### src/hdl/length_prefixed_deframer_assert.svh
// Assertion macros for the deframer.
// Define NO_ASSERTIONS to compile them out.
`ifndef LENGTH_PREFIXED_DEFRAMER_ASSERT_SVH
`define LENGTH_PREFIXED_DEFRAMER_ASSERT_SVH

`ifndef NO_ASSERTIONS

`define LPD_ASSERT(label, clk, rst_n, prop) \
    label: assert property (@(posedge clk) disable iff (!rst_n) (prop)) \
        else $error("deframer assertion failed");

`define LPD_ASSERT_MSG(label, clk, rst_n, prop, msg) \
    label: assert property (@(posedge clk) disable iff (!rst_n) (prop)) \
        else $error(msg);

`else

`define LPD_ASSERT(label, clk, rst_n, prop)

`define LPD_ASSERT_MSG(label, clk, rst_n, prop, msg)

`endif

`endif

### src/hdl/lpd_pkg.sv
package lpd_pkg;

    localparam logic [31:0] MAX_SIZE_RESET = 32'hFFFF_FFFF;

    typedef enum logic [1:0] {
        PH_HEADER = 2'd0,
        PH_BODY   = 2'd1,
        PH_ERROR  = 2'd2
    } phase_t;

    typedef enum logic [1:0] {
        KIND_BODY       = 2'd0,
        KIND_EMPTY      = 2'd1,
        KIND_SIZE_ERROR = 2'd2
    } kind_t;

    typedef struct packed {
        logic       valid;
        logic [7:0] data;
    } item_t;

    typedef struct packed {
        kind_t       kind;
        logic [7:0]  body_byte;
        logic        first;
        logic        last;
        logic [31:0] length;
    } result_t;

endpackage

### src/hdl/lpd_in_reg.sv
module lpd_in_reg (
    input  logic           clk,
    input  logic           rst_n,
    input  logic           in_valid,
    output logic           in_stall,
    input  logic [7:0]     stream_byte,
    input  logic           advance,
    output lpd_pkg::item_t item
);

    logic       valid_reg;
    logic [7:0] data_reg;

    // Take a new item whenever the held one is empty or moves on this cycle.
    assign in_stall = valid_reg && !advance;

    always_ff @(posedge clk or negedge rst_n)
    begin
        if (!rst_n)
        begin
            valid_reg <= 1'b0;
        end
        else if (!in_stall)
        begin
            valid_reg <= in_valid;
        end
    end

    always_ff @(posedge clk)
    begin
        if (!in_stall && in_valid)
        begin
            data_reg <= stream_byte;
        end
    end

    assign item.valid = valid_reg;
    assign item.data  = data_reg;

endmodule

### src/hdl/lpd_parse.sv
`include "length_prefixed_deframer_assert.svh"

module lpd_parse (
    input  logic             clk,
    input  logic             rst_n,
    input  logic             cfg_write,
    input  logic [31:0]      cfg_data,
    input  lpd_pkg::item_t   item,
    input  logic             advance,
    output logic             res_valid,
    output lpd_pkg::result_t res
);

    lpd_pkg::phase_t phase_reg, phase_next;
    logic [1:0]      header_count_reg, header_count_next;
    logic [31:0]     header_shift_reg, header_shift_next;
    logic [31:0]     body_remaining_reg, body_remaining_next;
    logic [31:0]     current_length_reg, current_length_next;
    logic [31:0]     max_size_reg;
    logic [31:0]     shifted;
    logic [31:0]     remaining_dec;
    logic            step;

    assign step          = item.valid && advance;
    assign shifted       = {header_shift_reg[23:0], item.data};
    assign remaining_dec = (body_remaining_reg != 32'd0) ? body_remaining_reg - 32'd1 : 32'd0;

    always_ff @(posedge clk or negedge rst_n)
    begin
        if (!rst_n)
        begin
            max_size_reg <= lpd_pkg::MAX_SIZE_RESET;
        end
        else if (cfg_write)
        begin
            max_size_reg <= cfg_data;
        end
    end

    always_ff @(posedge clk or negedge rst_n)
    begin
        if (!rst_n)
        begin
            phase_reg          <= lpd_pkg::PH_HEADER;
            header_count_reg   <= 2'd0;
            header_shift_reg   <= 32'd0;
            body_remaining_reg <= 32'd0;
            current_length_reg <= 32'd0;
        end
        else
        begin
            phase_reg          <= phase_next;
            header_count_reg   <= header_count_next;
            header_shift_reg   <= header_shift_next;
            body_remaining_reg <= body_remaining_next;
            current_length_reg <= current_length_next;
        end
    end

    always_comb
    begin
        phase_next          = phase_reg;
        header_count_next   = header_count_reg;
        header_shift_next   = header_shift_reg;
        body_remaining_next = body_remaining_reg;
        current_length_next = current_length_reg;
        res_valid           = 1'b0;
        res.kind            = lpd_pkg::KIND_BODY;
        res.body_byte       = 8'd0;
        res.first           = 1'b0;
        res.last            = 1'b0;
        res.length          = current_length_reg;

        if (step)
        begin
            unique case (phase_reg)
                lpd_pkg::PH_HEADER:
                begin
                    if (header_count_reg != 2'd3)
                    begin
                        header_shift_next = shifted;
                        header_count_next = header_count_reg + 2'd1;
                    end
                    else
                    begin
                        header_count_next   = 2'd0;
                        header_shift_next   = 32'd0;
                        current_length_next = shifted;
                        res.length          = shifted;
                        if (shifted > max_size_reg)
                        begin
                            phase_next = lpd_pkg::PH_ERROR;
                            res_valid  = 1'b1;
                            res.kind   = lpd_pkg::KIND_SIZE_ERROR;
                        end
                        else if (shifted == 32'd0)
                        begin
                            res_valid = 1'b1;
                            res.kind  = lpd_pkg::KIND_EMPTY;
                            res.last  = 1'b1;
                        end
                        else
                        begin
                            body_remaining_next = shifted;
                            phase_next          = lpd_pkg::PH_BODY;
                        end
                    end
                end
                lpd_pkg::PH_BODY:
                begin
                    res_valid           = 1'b1;
                    res.kind            = lpd_pkg::KIND_BODY;
                    res.body_byte       = item.data;
                    res.first           = (body_remaining_reg == current_length_reg);
                    res.last            = (body_remaining_reg <= 32'd1);
                    body_remaining_next = remaining_dec;
                    if (remaining_dec == 32'd0)
                    begin
                        phase_next = lpd_pkg::PH_HEADER;
                    end
                end
                default:
                begin
                    // error phase: drop every byte until reset
                end
            endcase
        end
    end

    `LPD_ASSERT(a_error_silent, clk, rst_n, (phase_reg == lpd_pkg::PH_ERROR) |-> !res_valid)
    `LPD_ASSERT(a_count_in_header, clk, rst_n,
        (header_count_reg != 2'd0) |-> (phase_reg == lpd_pkg::PH_HEADER))
    `LPD_ASSERT(a_body_remaining, clk, rst_n,
        (phase_reg == lpd_pkg::PH_BODY) |->
        (body_remaining_reg != 32'd0 && body_remaining_reg <= current_length_reg))
    `LPD_ASSERT_MSG(a_error_sticks, clk, rst_n,
        (phase_reg == lpd_pkg::PH_ERROR) |=> (phase_reg == lpd_pkg::PH_ERROR),
        "deframer left the error phase without reset")
    `LPD_ASSERT(a_result_needs_item, clk, rst_n, res_valid |-> step)

endmodule

### src/hdl/lpd_out_reg.sv
module lpd_out_reg (
    input  logic             clk,
    input  logic             rst_n,
    input  logic             res_valid,
    input  lpd_pkg::result_t res,
    input  logic             out_stall,
    output logic             advance,
    output logic             out_valid,
    output lpd_pkg::result_t out_res
);

    logic             valid_reg;
    lpd_pkg::result_t res_reg;

    // Move on when the result register is empty or being drained.
    assign advance = !valid_reg || !out_stall;

    always_ff @(posedge clk or negedge rst_n)
    begin
        if (!rst_n)
        begin
            valid_reg <= 1'b0;
        end
        else if (advance)
        begin
            valid_reg <= res_valid;
        end
    end

    always_ff @(posedge clk)
    begin
        if (advance && res_valid)
        begin
            res_reg <= res;
        end
    end

    assign out_valid = valid_reg;
    assign out_res   = res_reg;

endmodule

### src/hdl/length_prefixed_deframer.sv
// Length-prefixed deframer: splits a byte stream into messages, each a 4-byte
// big-endian length followed by that many body bytes. One byte is accepted per
// cycle while the consumer does not stall; a byte's result (if any) goes out
// through the input register and the result register: the first holds the byte
// while the parse logic works on it, and the second captures the outcome once it
// is empty or being drained. Header bytes give no item out; a complete header
// gives an empty-message item for length zero, or a size-error item when the
// length exceeds max_message_size, after which the block drops every byte until
// reset. Write max_message_size only while the block is idle; all ones means
// unlimited and is the reset value. No clearing pass is needed after reset.
module length_prefixed_deframer (
    input  logic        clk,
    input  logic        rst_n,
    // configuration write channel
    input  logic        cfg_valid,
    output logic        cfg_ready,
    input  logic [31:0] max_message_size,
    // input byte channel
    input  logic        in_valid,
    output logic        in_stall,
    input  logic [7:0]  stream_byte,
    // result channel
    output logic        out_valid,
    input  logic        out_stall,
    output logic [1:0]  result_kind,
    output logic [7:0]  body_byte,
    output logic        first_of_message,
    output logic        last_of_message,
    output logic [31:0] message_length
);

    lpd_pkg::item_t   item;
    lpd_pkg::result_t res;
    lpd_pkg::result_t out_res;
    logic             res_valid;
    logic             advance;

    // The register is always writable.
    assign cfg_ready = 1'b1;

    // Hold the accepted byte until the parse stage can take it.
    lpd_in_reg u_in_reg (
        .clk         (clk),
        .rst_n       (rst_n),
        .in_valid    (in_valid),
        .in_stall    (in_stall),
        .stream_byte (stream_byte),
        .advance     (advance),
        .item        (item)
    );

    // Header collection, length check and body marking.
    lpd_parse u_parse (
        .clk       (clk),
        .rst_n     (rst_n),
        .cfg_write (cfg_valid && cfg_ready),
        .cfg_data  (max_message_size),
        .item      (item),
        .advance   (advance),
        .res_valid (res_valid),
        .res       (res)
    );

    // Result register: decouples the parser from a stalled consumer.
    lpd_out_reg u_out_reg (
        .clk       (clk),
        .rst_n     (rst_n),
        .res_valid (res_valid),
        .res       (res),
        .out_stall (out_stall),
        .advance   (advance),
        .out_valid (out_valid),
        .out_res   (out_res)
    );

    assign result_kind      = out_res.kind;
    assign body_byte        = out_res.body_byte;
    assign first_of_message = out_res.first;
    assign last_of_message  = out_res.last;
    assign message_length   = out_res.length;

endmodule
### config.mk
export PLATFORM = sky130hd
export DESIGN_NAME = length_prefixed_deframer
export DESIGN_NICKNAME = d
export VERILOG_FILES = /design/src/hdl/lpd_pkg.sv /design/src/hdl/lpd_in_reg.sv /design/src/hdl/lpd_parse.sv /design/src/hdl/lpd_out_reg.sv /design/src/hdl/length_prefixed_deframer.sv
export VERILOG_INCLUDE_DIRS = /design/src /design/src/hdl
export SDC_FILE = /design/constraint.sdc
export NUM_CORES = 1
export LEC_CHECK = 0
export BUFFER_PORTS_ARGS = -buffer_cell sky130_fd_sc_hd__buf_2
export CORE_MARGIN = 2
export CORE_UTILIZATION = 41
export CTS_CLUSTER_SIZE = 28
export DETAILED_ROUTE_END_ITERATION = 8
export PLACE_DENSITY = 0.62
export SLEW_MARGIN = 20
export SYNTH_ARGS = -nofsm -noshare
export SYNTH_HDL_FRONTEND = slang
export SYNTH_SLANG_ARGS = --single-unit
### constraint.sdc
create_clock -name clk -period 6.4 [get_ports clk]
set_clock_uncertainty 0.15 [all_clocks]
set_input_delay 1.6 -clock clk [delete_from_list [all_inputs] [get_ports clk]]
set_output_delay 1.6 -clock clk [all_outputs]
set_load 0.005 [all_outputs]
# Yosys cells after proc, flatten, opt, wreduce, memory -nomap -nowiden
# Index checks and enable logic that the tools add are counted.
[word_totals] reg_bits=178 output_inout_bits=47 word_cells=75
[classes] addsub=2 order_cmp=2 eq_ne=8 muxes=24 bitwise=3 reduce_logical=21
[ops] cell="$mux 32" n=6
[ops] cell="$logic_not 32->1" n=2
[ops] cell="$pmux 32 s2" n=1
[ops] cell="$mux 33" n=1
[ops] cell="$eq 32x32->1" n=1
[ops] cell="$gt 32x32->1" n=1
[ops] cell="$le 32x1->1 const B" n=1
[ops] cell="$reduce_bool 32->1" n=1
[ops] cell="$sub 32x1->32 const B" n=1
[ops] cell="$mux 24" n=1
[ops] cell="$mux 2" n=6
[ops] cell="$reduce_and 5->1" n=2
[ops] cell="$ne 2x2->1 const B" n=4
[ops] cell="$mux 1" n=6
[ops] cell="$logic_and 1x1->1" n=4
[ops] cell="$logic_not 1->1" n=4
[ops] cell="$pmux 1 s2" n=2
[ops] cell="$pmux 2 s2" n=1
[ops] cell="$reduce_and 2->1" n=2
[ops] cell="$reduce_or 4->1" n=1
[ops] cell="$ne 3x2->1 const B" n=1
[ops] cell="$not 1->1" n=3
[ops] cell="$reduce_and 3->1" n=1
[ops] cell="$reduce_or 3->1" n=1
[ops] cell="6 further kinds" n=6

# Depth between registers and ports, before layout
[depth] word_depth=7 ltp_mapped=11 mapped_depth_nobuf=9

# Hierarchy
# A second synthesis with hierarchy kept.
[hier_totals] hier_cells=909 hier_area_um2=9401.5
[by_module_without_submodules] mod="lpd_parse" instances=1 cells_per_inst=845 area_per_inst_um2=7716.2
[by_module_without_submodules] mod="lpd_out_reg" instances=1 cells_per_inst=48 area_per_inst_um2=1368.8
[by_module_without_submodules] mod="lpd_in_reg" instances=1 cells_per_inst=14 area_per_inst_um2=305.3
[by_module_without_submodules] mod="length_prefixed_deframer" instances=1 cells_per_inst=2 area_per_inst_um2=11.3

# Least setup slack after synthesis
# No wires, ideal clock.
[synth_path] kind="input -> register" startpoint="input port out_stall" endpoint="register u_out_reg.res_reg (netlist bit u_out_reg.out_res[0]) (enable)" setup_ps=404 t_arrival_ps=3304 required_time_ps=5846 path_slack_ps=2541 cell_stages=5 path_buffers=2 cell_sequence="nand2_1 and3b_1 clkbuf_1 clkbuf_1 o21a_1"
[synth_between] elab_chain_len=5
[synth_lines] element="start, declared" line="length_prefixed_deframer.sv:24" source="input logic out_stall,"
[synth_lines] element="$logic_not 1->1 (*)" line="lpd_out_reg.sv:16" source="assign advance = !valid_reg || !out_stall;"
[synth_lines] element="$logic_or 1x1->1 (*)" line="lpd_out_reg.sv:16"
[synth_lines] element="$logic_and 1x1->1" line="lpd_parse.sv:24" source="assign step = item.valid && advance;"
[synth_lines] element="$mux 1" line="lpd_parse.sv:74" source="if (step)"
[synth_lines] element="$logic_and 1x1->1 (*)" line="lpd_out_reg.sv:32" source="if (advance && res_valid)"
[synth_lines] element="end signal, assigned" line="lpd_out_reg.sv:34" source="res_reg <= res;"
[synth_lines] element="end, declared" line="lpd_out_reg.sv:13" source="lpd_pkg::result_t res_reg;"
# Every way passes the cells marked *; elsewhere a longest branch is shown, timed or not.
# A chain may end at the register's enable or synchronous reset.

# Worst setup path in the final report
[layout_path] startpoint="register u_parse.max_size_reg[31]" endpoint="register u_parse.body_remaining_reg[23]"
[layout_between] elab_chain_len=3
[layout_lines] element="start, declared" line="lpd_parse.sv:19" source="logic [31:0] max_size_reg;"
[layout_lines] element="start signal, assigned" line="lpd_parse.sv:32" source="max_size_reg <= lpd_pkg::MAX_SIZE_RESET;"
[layout_lines] element="start signal, assigned" line="lpd_parse.sv:36" source="max_size_reg <= cfg_data;"
[layout_lines] element="$gt 32x32->1" line="lpd_parse.sv:90" source="if (shifted > max_size_reg)"
[layout_lines] element="$ne 2x2->1 (no source line)"
[layout_lines] element="$reduce_and 5->1 (no source line)"
[layout_lines] element="end signal, assigned" line="lpd_parse.sv:55" source="body_remaining_reg <= body_remaining_next;"
[layout_lines] element="end, declared" line="lpd_parse.sv:17" source="logic [31:0] body_remaining_reg, body_remaining_next;"
# No other way between the ends.

==> impl_summary.md <==
Synth
The instance count of the mapped netlist is ~900. After Yosys synthesis, XOR and XNOR cells account for 3.21% of the synthesized area. The number of nets produced by synthesis is 977. Summed over its instances, the top area cell type makes up about a quarter of the synthesized netlist area. Among all flip-flop cells after synthesis, the most frequent one is sky130_fd_sc_hd__dfrtp_1. After synthesis, the share of cell area in mux cells is 8.32%. Yosys mapped a number of flops with a built-in enable equal to 52. The share of flip-flops with an asynchronous set or reset after synthesis is 70.8%. By area the synthesized netlist is led by sky130_fd_sc_hd__dfrtp_1 25%, sky130_fd_sc_hd__edfxtp_1 16%, sky130_fd_sc_hd__dfstp_2 8.8%, sky130_fd_sc_hd__mux2_2 7.9%, sky130_fd_sc_hd__ha_1 4.6%. Summing the sequential cell areas from Yosys gives 49.8% of the chip area.

The main combinational cell family by area after synthesis is simple AND/OR/NAND/NOR gates. The number of different library cells used by synthesis comes to between 70 and 80. The combined area of all synthesized cells is 9550 um2. The leading area contributor after synthesis is sky130_fd_sc_hd__dfrtp_1. The simple-gate share of the synthesized area is 16.8%. The average footprint of a synthesized cell is 10.7 um2. The number of synthesis warnings is 0. Summing the areas of all compound-gate instances in the mapped netlist gives 12.5% of the synthesized area. Synthesis inferred 178 register bits.

The adder and majority cell fraction of the synthesized area is 4.58%.

Setup path
The endpoint of the worst register-to-register path is u_parse.body_remaining_reg[23]$_DFFE_PN0P_. The endpoint of the worst setup timing path is u_parse.body_remaining_reg[23]$_DFFE_PN0P_. The worst register-to-register path begins at u_parse.max_size_reg[31]$_DFFE_PN1P_.

The nature of the critical path endpoint is a flip-flop. STA puts the critical path data arrival time at 4340 ps. The largest stage delay on the critical path is 610 ps. The worst setup path is of the reg -> reg kind. The required time reported for the critical path endpoint is approximately 6600 ps. The start point of the critical path is u_parse.max_size_reg[31]$_DFFE_PN1P_. Of all nets on the critical path, the largest fanout is 28. The master of the slowest instance on the critical path is sky130_fd_sc_hd__nor4_1. The most frequent cell on the critical path is sky130_fd_sc_hd__buf_4.

STA classifies the critical path startpoint as a flip-flop. Traced cell by cell, the critical path runs through inv_1 -> ha_1 -> nand4_1 -> nor4_1 -> nand2b_1 -> a31oi_1 -> nor4_4 -> buf_4 -> nor2_2 -> buf_4 -> mux2_2. The depth of the most critical reg-to-reg path is 11. Setup slack on the worst reg-to-reg path comes out at 2220 ps.

Placed design
The HPWL after detailed placement is 18100 um. The final weighted congestion in routability-driven placement is 0.944. Input and output buffers added on the ports amount to 90.

Power
The maximum vdd ir drop is 0.202 mV. For this design the total switching power over the nets is 2.06 mW. Per report_power, the combinational group accounts for between 30% and 40% of the total. Of the total power, the clock network draws 19.8%. For this design the ratio of total power to cell area is 466 nW/um2. The switching power as a share of total power is 41.3%. The leakage power of the design is 4.55 nW. The register share of total power is 44.0%. The internal power of the cells is slightly below 3 mW.

GRT
The initial antenna violation count came to 0. Summed over all layers, the global routing overflow is 0. Global routing used 21.8% of the available tracks. The pin count of the biggest net entering global routing is 67. The first-pass GRT wire length is 40400 um. The number of global-route vias before repair is 6943.

Die
The die is around 160 um tall. The count of pins on the block boundary is 92. After floorplanning, the core was divided into 55 placement rows. For this configuration, the core starts out at a cell density of a little over two fifths. The die area is 24500 um2. The placeable core region is 22800 um2. The floorplan step set the die width to 157 um.

Clocking
The clock transition at the registers of the reported paths is 70 ps. The TritonCTS clock tree is built. Buffers inserted to repair hold after CTS numbered 0. Buffers inserted during clock tree synthesis total 17.

The clock passes through at most 2 buffers. For this design, the sink count on the clock tree is 178. The cell sitting at the root of the clock tree is a sky130_fd_sc_hd__clkbuf_16. The later pin in the worst-skew pair is clocked with a latency of 430 ps. The number of H-tree levels is 4. Once the clock tree was built, the resizer swapped 0 gates to a different size.

The setup fix buffers added after clock tree synthesis is 0.

Run
The max capacitance violation total is 0.

Layout
The total inserted antenna cells is 0. From synthesis to final layout, the design area changed by 12.2%. The library cells used most frequently in the layout, excluding fill and tap cells, are 94 x sky130_fd_sc_hd__nand2_1, 94 x sky130_fd_sc_hd__dfrtp_1, 89 x sky130_fd_sc_hd__buf_2, 81 x sky130_fd_sc_hd__o21ai_0, 67 x sky130_fd_sc_hd__mux2_2. The share of final-layout standard cells stronger than drive strength 1 is 25.9%. The number of flip-flops under the largest register name is 44. For this run, the post-layout net count is 1035. Once layout is complete, the utilization of the core stands at 47.0%.

Timing
Measured against its own limit, the worst slew margin works out to 31.9%. Based on the critical path, the design can be clocked at up to around 0.24 GHz. The final count of pins violating max slew is 0. The final number of hold-violating endpoints is 0. Setup repair after global routing left no endpoint under its margin. The minimum clock period is approximately 4200 ps.

The post-route fraction of the period consumed by the critical path is between 60 and 70%. The accumulated negative setup slack is 0 ps. The final count of negative-setup-slack endpoints is 0. The pin slew with the least headroom to its limit is 1020 ps.

Routing
The number of vias per cell is 5.56. The routed design has 25800 um of wire. Summing over every cut layer, the via total after detailed routing is 7128.

The remaining antenna violation count is 0. The first detailed-routing pass ran for 5 iterations. In this run, the number of DRC markers left after iteration 0 of detailed routing was around 630. For this run, design rule violations remaining after detail routing come to 0.

After detailed routing, the average wire length per cell comes to 20.1 um.

Status
The flow ran to the end, and the final reports show no timing, DRC or antenna violations.

Worst hold path
The type of the most critical hold path is reg -> reg.
==> worst min path at each step <==
stage                                                 start                                 endpoint  slack (ps)  cells after the start
finish                 u_parse.max_size_reg[30]$_DFFE_PN1P_     u_parse.max_size_reg[30]$_DFFE_PN1P_         360                      2
global route            u_parse.max_size_reg[9]$_DFFE_PN1P_      u_parse.max_size_reg[9]$_DFFE_PN1P_         380                      2
CTS                 u_parse.header_count_reg[1]$_DFFE_PN0P_  u_parse.header_count_reg[1]$_DFFE_PN0P_         370                      1
detailed placement  u_parse.header_count_reg[1]$_DFFE_PN0P_  u_parse.header_count_reg[1]$_DFFE_PN0P_         350                      1
global placement    u_parse.header_count_reg[1]$_DFFE_PN0P_  u_parse.header_count_reg[1]$_DFFE_PN0P_         340                      1
floorplan               u_parse.max_size_reg[1]$_DFFE_PN1P_      u_parse.max_size_reg[1]$_DFFE_PN1P_         330                      2
==> critical path, delay by kind of cell (launching register included) <==
family          cells  cell delay [ps]
flops               1              530
mux                 1              350
fa+ha+maj           1              310
buf+inv             3              670
compound gates      1              450
simple gates        5             1580
==> power groups by stage <==
stage,Sequential (mW),Combinational [mW],Clock (mW)
after floorplan,1.91,1.41,0
after global placement,2.21,1.77,0
after detailed placement,2.21,1.79,0
after CTS,2.19,1.81,1.00
after global routing,2.25,2.01,1.06
final,2.20,1.81,0.988
==> layout make-up <==
| class | instances | area (um2) |
|---|---|---|
| Fill cell | 2135 | 12100 |
| Clock inverter | 14 | 113 |
| Clock buffer | 18 | 429 |
| Tap cell | 313 | 392 |
| Timing Repair Buffer | 99 | 520 |
| Inverter | 39 | 146 |
| Sequential cell | 178 | 4750 |
| Multi-Input combinational cell | 620 | 4360 |
==> cells in the mapped netlist, drive strengths merged, types with 3 or more instances <==
library cell,n
edfxtp,52
inv,39
or4,3
xnor2,6
or3,4
nand2,95
nor4,34
buf,18
o211ai,3
nand2b,28
xor2,29
nand4,17
nand3,17
nor2,24
a32oi,7
and2,3
o21ai,82
dfrtp,94
a21oi,36
dfstp,32
nor3,32
mux2i,4
o22ai,10
o221ai,7
a22oi,3
ha,35
or2,4
clkbuf,40
a31oi,3
mux2,67
and3,8
nand3b,6
o2bb2ai,21
==> stage by stage <==
stage	std cells	power [mW]	worst slack, ps	cell area [um2]	hold slack (ps)
floorplan	897	3.32	2540	9550	328
global placement	1249	3.98	2210	10200	342
detailed placement	1249	4.00	2120	10200	349
CTS	1281	5.00	2240	10700	365
global route	1281	5.31	1960	10700	379
finish	1281	5.00	2220	10700	358
==> routing by layer <==
layer  vias to the layer above  global-route usage [%]  share of wire (%)
li1                       3387                       -                  -
met1                      3454                    29.6                 44
met2                       240                    34.4                 47
met3                        47                    3.60                5.7
met4                         0                    9.61                3.7
met5                         -                       0                  0
==> cells by family (layout without fill, tap and decap cells) <==
kind of cell / after synthesis / count (layout)
mux: 71 / 71
xor+xnor: 35 / 35
other cells: 1 / 1
simple gates: 286 / 286
compound gates: 192 / 192
buf+inv: 99 / 170
fa+ha+maj: 35 / 35
flops: 178 / 178
(Power assumes the default switching activity.)
